**src/rtl/dtlsdmx_pkg.sv**
```systemverilog
// ----------------------------------------------------------------------------
// dtlsdmx_pkg
// Shared types and constants for the DTLS/RTP packet demultiplexer.
// ----------------------------------------------------------------------------
package dtlsdmx_pkg;

   localparam int unsigned DataWidth    = 8;
   localparam int unsigned LengthWidth  = 16;
   localparam int unsigned OffsetWidth  = 17;
   localparam int unsigned VerdictWidth = 4;
   localparam int unsigned StateWidth   = 2;

   // record header layout and packet thresholds
   localparam logic [LengthWidth-1:0] HdrLen     = 16'd13;
   localparam logic [LengthWidth-1:0] HelloMin   = 16'd17;
   localparam logic [LengthWidth-1:0] RtpMin     = 16'd12;
   localparam logic [LengthWidth-1:0] LenHiPos   = 16'd11;
   localparam logic [LengthWidth-1:0] LenLoPos   = 16'd12;
   localparam logic [LengthWidth-1:0] HsTypePos  = 16'd13;
   localparam logic [LengthWidth-1:0] LengthMax  = 16'hFFFF;
   localparam logic [OffsetWidth-1:0] OffsetMax  = 17'h1FFFF;

   localparam logic [DataWidth-1:0] DtlsLow       = 8'd19;
   localparam logic [DataWidth-1:0] DtlsHigh      = 8'd64;
   localparam logic [DataWidth-1:0] HandshakeType = 8'd22;
   localparam logic [DataWidth-1:0] ClientHello   = 8'd1;
   localparam logic [DataWidth-1:0] RtpMask       = 8'hC0;
   localparam logic [DataWidth-1:0] RtpVersion    = 8'h80;

   typedef enum logic [StateWidth-1:0] {
      LINK_NEW        = 2'd0,
      LINK_CONNECTING = 2'd1,
      LINK_CONNECTED  = 2'd2,
      LINK_CLOSED     = 2'd3
   } link_state_type;

   typedef enum logic [VerdictWidth-1:0] {
      VERDICT_CACHE_HELLO   = 4'd0,
      VERDICT_DROP_NO_HELLO = 4'd1,
      VERDICT_TO_DTLS       = 4'd2,
      VERDICT_BAD_RECORDS   = 4'd3,
      VERDICT_EARLY_MEDIA   = 4'd4,
      VERDICT_NOT_RTP       = 4'd5,
      VERDICT_FORWARD_RTP   = 4'd6,
      VERDICT_INACTIVE      = 4'd7,
      VERDICT_OVERSIZE      = 4'd8
   } verdict_type;

   typedef struct packed {
      verdict_type            verdict;
      logic [LengthWidth-1:0] packet_length;
   } result_type;

endpackage

```
**src/rtl/dtlsdmx_track.sv**
```systemverilog
// ----------------------------------------------------------------------------
// dtlsdmx_track
// Per-packet tracker: byte count, record chain walk and final verdict.
// ----------------------------------------------------------------------------
module dtlsdmx_track (
   input  logic                                  clock,
   input  logic                                  reset,
   input  logic                                  advance,
   input  logic [dtlsdmx_pkg::DataWidth-1:0]     data_byte,
   input  logic                                  last_byte,
   input  dtlsdmx_pkg::link_state_type           link_state,
   output logic                                  result_valid,
   output dtlsdmx_pkg::result_type               result
);

   logic [dtlsdmx_pkg::LengthWidth-1:0] byte_index_ff, byte_index_in;
   logic [dtlsdmx_pkg::OffsetWidth-1:0] next_offset_ff, next_offset_in;
   logic [dtlsdmx_pkg::DataWidth-1:0]   length_high_ff, length_high_in;
   logic [dtlsdmx_pkg::DataWidth-1:0]   first_byte_ff, first_byte_in;
   logic [dtlsdmx_pkg::DataWidth-1:0]   hs_type_ff, hs_type_in;
   logic                                too_long_ff, too_long_in;

   logic [dtlsdmx_pkg::OffsetWidth:0]   pos_ext;
   logic [dtlsdmx_pkg::OffsetWidth:0]   len_hi_at;
   logic [dtlsdmx_pkg::OffsetWidth:0]   len_lo_at;
   logic [dtlsdmx_pkg::OffsetWidth:0]   chain_sum;
   logic [dtlsdmx_pkg::LengthWidth-1:0] pkt_len;
   logic                                tl;
   logic                                walk;
   logic                                is_dtls;
   logic                                is_hello;
   logic                                is_rtp;
   logic                                chain_ok;
   dtlsdmx_pkg::verdict_type            verdict;

   always_comb begin
      tl      = too_long_ff | (byte_index_ff == dtlsdmx_pkg::LengthMax);
      pos_ext = {2'b00, byte_index_ff};
      len_hi_at = {1'b0, next_offset_ff} + {2'b00, dtlsdmx_pkg::LenHiPos};
      len_lo_at = {1'b0, next_offset_ff} + {2'b00, dtlsdmx_pkg::LenLoPos};
      chain_sum = {1'b0, next_offset_ff} + {2'b00, dtlsdmx_pkg::HdrLen}
                  + {2'b00, length_high_ff, data_byte};
      // a saturated offset stops the walk
      walk = !tl && (next_offset_ff != dtlsdmx_pkg::OffsetMax);

      too_long_in    = tl;
      byte_index_in  = tl ? byte_index_ff : byte_index_ff + 16'd1;
      first_byte_in  = (!tl && byte_index_ff == '0) ? data_byte : first_byte_ff;
      hs_type_in     = (!tl && byte_index_ff == dtlsdmx_pkg::HsTypePos)
                       ? data_byte : hs_type_ff;
      length_high_in = length_high_ff;
      next_offset_in = next_offset_ff;
      if (walk && pos_ext == len_hi_at) begin
         length_high_in = data_byte;
      end else if (walk && pos_ext == len_lo_at) begin
         next_offset_in = chain_sum[dtlsdmx_pkg::OffsetWidth]
                          ? dtlsdmx_pkg::OffsetMax
                          : chain_sum[dtlsdmx_pkg::OffsetWidth-1:0];
      end
   end

   // classification on the final byte
   always_comb begin
      pkt_len  = byte_index_ff + 16'd1;
      is_dtls  = (pkt_len >= dtlsdmx_pkg::HdrLen) && (first_byte_in > dtlsdmx_pkg::DtlsLow)
                 && (first_byte_in < dtlsdmx_pkg::DtlsHigh);
      is_hello = is_dtls && (pkt_len > dtlsdmx_pkg::HelloMin)
                 && (first_byte_in == dtlsdmx_pkg::HandshakeType)
                 && (hs_type_in == dtlsdmx_pkg::ClientHello);
      is_rtp   = (pkt_len >= dtlsdmx_pkg::RtpMin)
                 && ((first_byte_in & dtlsdmx_pkg::RtpMask) == dtlsdmx_pkg::RtpVersion);
      chain_ok = (next_offset_in == {1'b0, pkt_len});

      if (tl) begin
         verdict = dtlsdmx_pkg::VERDICT_OVERSIZE;
      end else begin
         case (link_state)
            dtlsdmx_pkg::LINK_NEW: begin
               verdict = is_hello ? dtlsdmx_pkg::VERDICT_CACHE_HELLO
                                  : dtlsdmx_pkg::VERDICT_DROP_NO_HELLO;
            end
            dtlsdmx_pkg::LINK_CLOSED: begin
               verdict = dtlsdmx_pkg::VERDICT_INACTIVE;
            end
            dtlsdmx_pkg::LINK_CONNECTING: begin
               if (is_dtls) begin
                  verdict = chain_ok ? dtlsdmx_pkg::VERDICT_TO_DTLS
                                     : dtlsdmx_pkg::VERDICT_BAD_RECORDS;
               end else begin
                  verdict = dtlsdmx_pkg::VERDICT_EARLY_MEDIA;
               end
            end
            default: begin
               if (is_dtls) begin
                  verdict = chain_ok ? dtlsdmx_pkg::VERDICT_TO_DTLS
                                     : dtlsdmx_pkg::VERDICT_BAD_RECORDS;
               end else begin
                  verdict = is_rtp ? dtlsdmx_pkg::VERDICT_FORWARD_RTP
                                   : dtlsdmx_pkg::VERDICT_NOT_RTP;
               end
            end
         endcase
      end

      result_valid         = advance && last_byte;
      result.verdict       = verdict;
      result.packet_length = tl ? dtlsdmx_pkg::LengthMax : pkt_len;
   end

   always_ff @(posedge clock) begin
      if (reset || (advance && last_byte)) begin
         byte_index_ff  <= '0;
         next_offset_ff <= '0;
         length_high_ff <= '0;
         first_byte_ff  <= '0;
         hs_type_ff     <= '0;
         too_long_ff    <= 1'b0;
      end else if (advance) begin
         byte_index_ff  <= byte_index_in;
         next_offset_ff <= next_offset_in;
         length_high_ff <= length_high_in;
         first_byte_ff  <= first_byte_in;
         hs_type_ff     <= hs_type_in;
         too_long_ff    <= too_long_in;
      end
   end

endmodule

```
**src/rtl/dtlsdmx_out_reg.sv**
```systemverilog
// ----------------------------------------------------------------------------
// dtlsdmx_out_reg
// Result register holding one verdict until the consumer takes it.
// ----------------------------------------------------------------------------
module dtlsdmx_out_reg (
   input  logic                    clock,
   input  logic                    reset,
   input  logic                    load,
   input  dtlsdmx_pkg::result_type load_result,
   input  logic                    rsp_stall,
   output logic                    rsp_valid,
   output logic                    can_load,
   output dtlsdmx_pkg::result_type rsp_result
);

   logic                    valid_ff, valid_in;
   dtlsdmx_pkg::result_type result_ff;

   assign can_load   = !valid_ff || !rsp_stall;
   assign valid_in   = load || (valid_ff && rsp_stall);
   assign rsp_valid  = valid_ff;
   assign rsp_result = result_ff;

   always_ff @(posedge clock) begin
      if (reset) begin
         valid_ff <= 1'b0;
      end else begin
         valid_ff <= valid_in;
      end
   end

   always_ff @(posedge clock) begin
      if (load) begin
         result_ff <= load_result;
      end
   end

endmodule

```
**src/rtl/dtls_rtp_packet_demux_core.sv**
```systemverilog
// ----------------------------------------------------------------------------
// dtls_rtp_packet_demux_core
// Byte-serial DTLS/RTP demultiplexer: one verdict per received UDP payload.
// ----------------------------------------------------------------------------
//  channel | ports                                   | direction
//  --------+-----------------------------------------+----------
//  req     | req_valid req_stall req_data_byte       | in
//          | req_last_byte                           |
//  rsp     | rsp_valid rsp_stall rsp_verdict         | out
//          | rsp_packet_length                       |
//  csr     | csr_valid csr_ready csr_link_state      | in
//
//  one byte transfer per cycle sustained while no last byte is held back by a
//  rsp stall; rsp_valid for a packet rises once its last byte has passed the
//  input register and then the tracker into the result register
//  reset is synchronous, active high; link state resets to new
//  a rsp stall only holds back a last byte, other bytes keep flowing
//  csr writes are always taken; the link state is sampled at the last byte
// ----------------------------------------------------------------------------
module dtls_rtp_packet_demux_core (
   input  logic                                     clock,
   input  logic                                     reset,
   // byte input
   input  logic                                     req_valid,
   output logic                                     req_stall,
   input  logic [dtlsdmx_pkg::DataWidth-1:0]        req_data_byte,
   input  logic                                     req_last_byte,
   // verdict output
   output logic                                     rsp_valid,
   input  logic                                     rsp_stall,
   output logic [dtlsdmx_pkg::VerdictWidth-1:0]     rsp_verdict,
   output logic [dtlsdmx_pkg::LengthWidth-1:0]      rsp_packet_length,
   // link state register
   input  logic                                     csr_valid,
   output logic                                     csr_ready,
   input  logic [dtlsdmx_pkg::StateWidth-1:0]       csr_link_state
);

   // input register
   logic                                in_valid_ff, in_valid_in;
   logic [dtlsdmx_pkg::DataWidth-1:0]   in_byte_ff;
   logic                                in_last_ff;

   dtlsdmx_pkg::link_state_type         link_state_ff;

   logic                                advance;
   logic                                out_can_load;
   logic                                trk_valid;
   dtlsdmx_pkg::result_type             trk_result;
   dtlsdmx_pkg::result_type             out_result;

   // non-final bytes never need the result register
   assign advance     = in_valid_ff && (!in_last_ff || out_can_load);
   assign req_stall   = in_valid_ff && !advance;
   assign in_valid_in = (req_valid && !req_stall) || (in_valid_ff && !advance);
   assign csr_ready   = 1'b1;

   always_ff @(posedge clock) begin
      if (reset) begin
         in_valid_ff <= 1'b0;
      end else begin
         in_valid_ff <= in_valid_in;
      end
   end

   // payload loads on each input transfer
   always_ff @(posedge clock) begin
      if (req_valid && !req_stall) begin
         in_byte_ff <= req_data_byte;
         in_last_ff <= req_last_byte;
      end
   end

   always_ff @(posedge clock) begin
      if (reset) begin
         link_state_ff <= dtlsdmx_pkg::LINK_NEW;
      end else if (csr_valid && csr_ready) begin
         link_state_ff <= dtlsdmx_pkg::link_state_type'(csr_link_state);
      end
   end

   dtlsdmx_track u_track (
      .clock        (clock),
      .reset        (reset),
      .advance      (advance),
      .data_byte    (in_byte_ff),
      .last_byte    (in_last_ff),
      .link_state   (link_state_ff),
      .result_valid (trk_valid),
      .result       (trk_result)
   );

   dtlsdmx_out_reg u_out_reg (
      .clock       (clock),
      .reset       (reset),
      .load        (trk_valid),
      .load_result (trk_result),
      .rsp_stall   (rsp_stall),
      .rsp_valid   (rsp_valid),
      .can_load    (out_can_load),
      .rsp_result  (out_result)
   );

   assign rsp_verdict       = out_result.verdict;
   assign rsp_packet_length = out_result.packet_length;

endmodule

```
**config.mk**
```make
export PLATFORM = sky130hd
export DESIGN_NAME = dtls_rtp_packet_demux_core
export DESIGN_NICKNAME = d
export VERILOG_FILES = /design/src/rtl/dtlsdmx_pkg.sv /design/src/rtl/dtlsdmx_track.sv /design/src/rtl/dtlsdmx_out_reg.sv /design/src/rtl/dtls_rtp_packet_demux_core.sv
export SDC_FILE = /design/constraint.sdc
export NUM_CORES = 1
export LEC_CHECK = 0
export BUFFER_PORTS_ARGS = -buffer_cell sky130_fd_sc_hd__buf_2
export CAP_MARGIN = 20
export CORE_MARGIN = 3
export CORE_UTILIZATION = 64
export CTS_BUF_LIST = sky130_fd_sc_hd__clkbuf_4 sky130_fd_sc_hd__clkbuf_8
export DETAILED_ROUTE_END_ITERATION = 7
export GPL_TIMING_DRIVEN = 0
export PLACE_DENSITY = 0.83
export SETUP_SLACK_MARGIN = 0.5
export SKIP_LAST_GASP = 1
export SYNTH_ARGS = -nofsm -noshare
export SYNTH_HDL_FRONTEND = slang
export SYNTH_SLANG_ARGS = --single-unit
```
**constraint.sdc**
```tcl
create_clock -name clock -period 5.3 [get_ports clock]
set_input_delay 0.265 -clock clock [delete_from_list [all_inputs] [get_ports clock]]
set_output_delay 0.265 -clock clock [all_outputs]
set_load 0.005 [all_outputs]
```
==> out/summary.txt, run 1 <==
setup tns final: 0 ns
WP data arrival: 4.82 ns
Row Count: 36
Min-Delay Path Depth: 1
GRT overflow: 0
post-synthesis sequential area ratio: 32.1%
number of port buffers: 37
Post-Synthesis Net Count: 848
layout cells sized above 1: 11.3%
core area: 9860 um2
Setup Viol. Count Final: 0
final wirelength: 19500 um
met1 wire length: 8250 um
# fillers: 785
Crit path required time: 5.43 ns
area delta synth->final: 9.14%
ys flop type: dfxtp_1
Yosys reg bits: 91
met3 WL: 1860 um
cells on worst reg2reg path: 17
drt first pass iters: 6
P_leak: 2.99 nW
die footprint: 11500 um2
routed vias/inst: 6.47
clk buf depth: 2
n_diodes: 0
vias: 6357
ys async rst share: 0%
CTS H-tree lvls: 3
peak fanout along the critical path: 9
initial cell density of the core: 66.6%
final hold violations: 0
maxcap violations: 0
Synth warnings: 0
num ports: 39
Die Height: 107 um
Slew headroom: 34.2%
Startpoint Class: flop
TritonCTS buffer count: 9
DRC Markers: 0
Clk Tree Root Cell: clkbuf_8
highest metal used: met4
Worst Hold Class: in -> reg
overall global routing resource usage: 34.7%
Post-synth EDFFs: 29
Worst Setup End Kind: flop
post-synthesis cell area: 6570 um2
Max Slew Vio Count: 0
cts hold-fix bufs: 0
WS Path Type: reg -> reg
Syn Inst Count: 791
CTS tree: yes
initial antenna violation count: 0
Tmin final: 4.69 ns
clk sinks: 91
clk_lat worst skew: 0.38 ns
Syn Area/Cell: 8.31 um2
Max VDD drop: 186 uV
Post-DP HPWL: 14800 um
DR iter-0 viols: 621
RSZ-0062 raised after global routing: false
Slew @ Worst Pin: 0.982 ns
final estimated routing congestion in global placement: 0.989
worst hold slack: 0.0507 ns
ANT nets after route: 0
vias in the first global route: 6053
Layout Nets: 902
count of cell types in the netlist: 73
Max Clock Freq: 213 MHz
CTS clk-pin slew, worst paths: 0.10 ns
status: finished, final reports clean
post-route clock period utilization: 88.5%
power per cell area: 184 nW/um2
Chip Width: 107 um
WL met2: 8770 um
first-pass GRT wire length: 31200 um
routed len/inst: 19.8 um
largest net degree at the start of global routing: 21
Post-Route Skew: 0.0102 ns
==> layout by cell type (no fill, tap or decap), drive strengths merged, types with 5 or more instances in the layout <==
cell type	n
nor2	90
nand2	75
buf	63
dfxtp	62
a21oi	49
xnor2	42
o21ai	42
ha	40
inv	39
xor2	36
clkbuf	31
mux2i	29
edfxtp	29
nor3	27
nand3	25
a211oi	21
or3	16
nand4	13
nor4	11
and3	8
a21o	7
nor2b	7
a31oi	6
o21a	5
o211ai	5
or4	5
==> sequential cells by signal, indices dropped and copies added (netlist names) <==
| name | count |
|---|---|
| u_track.too_long_ff | 1 |
| u_out_reg.rsp_valid | 1 |
| u_track.first_byte_ff | 8 |
| in_valid_ff | 1 |
| in_last_ff | 1 |
| u_out_reg.rsp_result | 20 |
| in_byte_ff | 8 |
| u_track.byte_index_ff | 16 |
| u_track.next_offset_ff | 17 |
| link_state_ff | 2 |
| u_track.length_high_ff | 8 |
| u_track.hs_type_ff | 8 |
==> per-stage QoR <==
step	instance area (um2)	utilization [%]	total power [mW]	setup slack, ns	std cells
2_1_floorplan	6570	-	0.822	1.30	791
3_3_place_gp	6920	70.2	0.855	0.220	961
3_5_place_dp	6940	70.3	0.861	0.161	963
4_1_cts	7140	72.3	1.32	0.529	979
5_1_grt	7170	72.7	1.36	0.461	983
6_report	7170	72.7	1.32	0.607	983
==> kinds of logic (layout without fill, tap and decap cells) <==
kind of cell	count (synthesis)	after routing	synth area share [%]
flip-flops	91	91	32.1
other	1	1	0.0571
AND/OR/NAND/NOR	295	295	21.8
XOR/XNOR	78	78	10.7
buffers and inverters	77	136	4.91
multiplexers	31	31	4.76
adder cells (fa/ha/maj)	41	41	7.92
AO/OA/AOI/OAI	177	177	17.8
==> cell usage after synthesis (6+ instances only) <==
master / instances / area, um2
nor2_1: 89 / 334
inv_1: 35 / 131
nand2_1: 75 / 282
o21ai_0: 42 / 210
nand4_1: 13 / 81.3
a21o_1: 7 / 52.6
a211oi_1: 21 / 158
edfxtp_1: 29 / 871
nor4_1: 10 / 62.6
nand3_1: 25 / 125
nor2b_1: 7 / 43.8
or3_1: 14 / 87.6
and3_1: 6 / 37.5
buf_2: 9 / 45.0
buf_1: 7 / 26.3
ha_1: 40 / 500
clkbuf_1: 22 / 82.6
dfxtp_1: 62 / 1240
a21oi_1: 49 / 245
xnor2_1: 42 / 368
mux2i_1: 29 / 290
nor3_1: 26 / 130
xor2_1: 35 / 307
==> worst max-delay path, stage by stage, from the launching register on <==
cell and delay [ns]:
dfxtp_1 0.35, clkbuf_2 0.23, inv_1 0.14, ha_1 0.30, inv_1 0.04, ha_1 0.34, nor2b_1 0.17, o2111a_1 0.30
o21ai_1 0.29, a211oi_2 0.18, buf_4 0.18, nor3_1 0.41, xnor2_1 0.18, o2111ai_1 0.18, a222oi_1 0.51, nand4_1 0.19
o31ai_1 0.34, a21oi_1 0.12
==> where the power goes <==
part | switching, mW | total, mW | internal (mW) | leakage [nW]
registers | 0.0130 | 0.743 | 0.730 | 0.796
logic | 0.0695 | 0.108 | 0.0386 | 2.09
clock network | 0.284 | 0.467 | 0.183 | 0.0958
total | 0.366 | 1.32 | 0.952 | 2.99
==> final timing paths <==
kind,start,slack (ns),end
worst min register to register,u_out_reg.rsp_valid,0.50,u_out_reg.rsp_valid
worst max register to register,u_track.next_offset_ff[3],0.61,u_out_reg.rsp_result[16]
worst max-delay path,u_track.next_offset_ff[3],0.61,u_out_reg.rsp_result[16]
worst min-delay path,req_last_byte,0.05,in_last_ff
==> metal layers <==
metal  GRT usage, %  up-vias
li1               -     2946
met1           48.2     2993
met2           54.5      362
met3           6.18       56
met4           12.6        0
met5              0        -
==> timing repair <==
item                       4_1_cts  5_1_grt
buffers inserted                 0        4
setup endpoints to repair        1        1
pin swaps                        1        2
hold endpoints to repair         0        0
gates resized for setup          3        3
==> layout make-up <==
type,instances,area (um2),share of cell area (%)
Buffer,42,193,2.69
Clock buffer,9,124,1.73
Clock inverter,7,67.6,0.942
Inverter,35,131,1.83
Multi-Input combinational cell,623,4150,57.9
Sequential cell,91,2110,29.5
Tap cell,133,166,2.32
Timing Repair Buffer,43,228,3.18
Note: power is estimated with default switching activity, not from simulation.
==> run 2: changes to the inputs <==
--- a/config.mk
+++ b/config.mk
@@ -7,11 +7,11 @@
 export LEC_CHECK = 0
 export BUFFER_PORTS_ARGS = -buffer_cell sky130_fd_sc_hd__buf_2
 export CAP_MARGIN = 20
-export CORE_MARGIN = 3
 export CORE_UTILIZATION = 64
 export CTS_BUF_LIST = sky130_fd_sc_hd__clkbuf_4 sky130_fd_sc_hd__clkbuf_8
 export DETAILED_ROUTE_END_ITERATION = 7
 export GPL_TIMING_DRIVEN = 0
+export MAX_ROUTING_LAYER = met4
 export PLACE_DENSITY = 0.83
 export SETUP_SLACK_MARGIN = 0.5
 export SKIP_LAST_GASP = 1
==> out/summary.txt, run 2 (synthesized netlist as in run 1, its figures left out) <==
Min-Delay Path Depth: 1
Post-Route Skew: 0.00888 ns
Slew headroom: 27.3%
Max VDD drop: 242 uV
drt first pass iters: 7
power per cell area: 187 nW/um2
Slew @ Worst Pin: 1.09 ns
final hold violations: 0
TritonCTS buffer count: 9
first-pass GRT wire length: 31300 um
CP cell instances: ha_1 -> ha_1 -> inv_1 -> fa_1 -> nor2b_1 -> o2111a_1 -> o21ai_1 -> a211oi_2 -> buf_4 -> nor2_2 -> a211o_1 -> a21o_1 -> a222oi_1 -> nand4_1 -> o31ai_1 -> a21oi_1
clk buf depth: 2
n_diodes: 0
post-route cell area: 7170 um2
total net switching power: 0.383 mW
Layout Nets: 900
CTS H-tree lvls: 3
DRC Markers: 0
Post-DP HPWL: 14900 um
largest net degree at the start of global routing: 21
Worst Hold Class: in -> reg
status: finished, final reports clean
Clk Tree Root Cell: clkbuf_8
worst hold slack: 0.0509 ns
Max Slew Vio Count: 0
die footprint: 10700 um2
clk_lat worst skew: 0.38 ns
core area: 9860 um2
WS Path Type: reg -> reg
Pint: 0.955 mW
overall global routing resource usage: 40.2%
number of port buffers: 37
vias in the first global route: 6107
Largest register FFs: 20
CP dominant cell by count: ha_1
cells on worst reg2reg path: 16
CTS clk-pin slew, worst paths: 0.11 ns
initial cell density of the core: 66.6%
Die Height: 103 um
most frequent cells in the layout: nor2_1, nand2_1, dfxtp_1
commonest non-fill, non-tap cell in the layout: nor2_1
CP Depth: 16
crit path launch: in_byte_ff[1]
Crit path required time: 5.42 ns
initial antenna violation count: 0
DR iter-0 viols: 711
Tmin final: 4.69 ns
final estimated routing congestion in global placement: 0.996
setup tns final: 0 ns
placed instance area: 6930 um2
clk sinks: 91
GRT overflow: 0
Flop pwr share: 55.5%
CTS tree: yes
Chip Width: 103 um
final wirelength: 19900 um
Max Clock Freq: 213 MHz
vias: 6508
peak fanout along the critical path: 10
total power: 1.34 mW
Row Count: 36
layout cells sized above 1: 11.1%
critical path's slowest cell: edfxtp_1
sw frac: 28.6%
RSZ-0062 raised after global routing: false
Startpoint Class: flop
routed vias/inst: 6.63
Crit path max-delay family: compound AO/OA/AOI/OAI gates
hold path startpoint: req_data_byte[2]
Crit path buffers/inverters: 2
routed len/inst: 20.3 um
area delta synth->final: 9.16%
Setup Viol. Count Final: 0
reg2reg start: in_byte_ff[1]
num ports: 39
Clock power frac: 36.4%
Worst Setup End Kind: flop
WP data arrival: 4.82 ns
ANT nets after route: 0
post-route clock period utilization: 88.6%
crit-path max cell delay: 0.53 ns
P_leak: 2.98 nW
Comb power frac: 8.0%
maxcap violations: 0
==> run 2: changes by cell type in the layout (fill, tap and decap cells not counted), sizes merged <==
cell      previous run  this run
clkinvlp             1         0
buf                 63        61
clkinv               2         4
inv                 39        38
==> run 2: cell type report <==
class                      instances  area (um2)
multi-input combinational        623        4160
clock buffer                       9         124
buffer                            42         193
timing repair buffer              41         213
inverter                          35         131
sequential                        91        2110
clock inverter                     7        78.8
tap                              133         166
fill                             740        2690
==> run 2: worst reg2reg max path: stages, from the launching register on <==
cell      delay [ns]
edfxtp_1        0.53
ha_1            0.34
ha_1            0.22
inv_1           0.08
fa_1            0.41
nor2b_1         0.22
o2111a_1        0.32
o21ai_1         0.15
a211oi_2        0.25
buf_4           0.18
nor2_2          0.12
a211o_1         0.31
a21o_1          0.18
a222oi_1        0.50
nand4_1         0.15
o31ai_1         0.37
a21oi_1         0.13
==> run 2: final timing paths <==
kind                                   end  slack (ns)
setup / recovery  u_out_reg.rsp_result[16]        0.61
hold / removal               in_byte_ff[2]        0.05
setup reg to reg  u_out_reg.rsp_result[16]        0.61
hold reg to reg        u_out_reg.rsp_valid        0.52
==> run 2: power groups by stage <==
stage	clock network, mW	registers [mW]	logic [mW]
4_1_cts	0.480	0.742	0.101
2_1_floorplan	0	0.754	0.0679
3_3_place_gp	0	0.757	0.0945
5_1_grt	0.506	0.744	0.116
6_report	0.487	0.743	0.107
3_5_place_dp	0	0.758	0.0990
==> run 2: per-layer routing <==
| metal | track usage (%) | vias to the layer above | routed length (um) |
|---|---|---|---|
| li1 | - | 2941 | - |
| met1 | 49.8 | 3004 | 7820 |
| met2 | 62.5 | 459 | 8830 |
| met3 | 7.53 | 104 | 2220 |
| met4 | 20.9 | 0 | 1020 |
| met5 | - | - | 0 |
==> run 2: stage by stage <==
| stage | util, % | cells | setup slack [ns] |
|---|---|---|---|
| after floorplan | - | 791 | 1.30 |
| after global placement | 70.2 | 961 | 0.298 |
| after detailed placement | 70.2 | 962 | 0.261 |
| after CTS | 72.4 | 978 | 0.542 |
| after global routing | 72.7 | 981 | 0.465 |
| final | 72.7 | 981 | 0.606 |
==> run 2: repair_timing <==
item                                    in CTS  in global routing
endpoints found under the setup margin       1                  1
hold buffers                                 0                  0
resized for setup                            3                  6
buffers inserted                             0                  2
pin swaps                                    0                  2
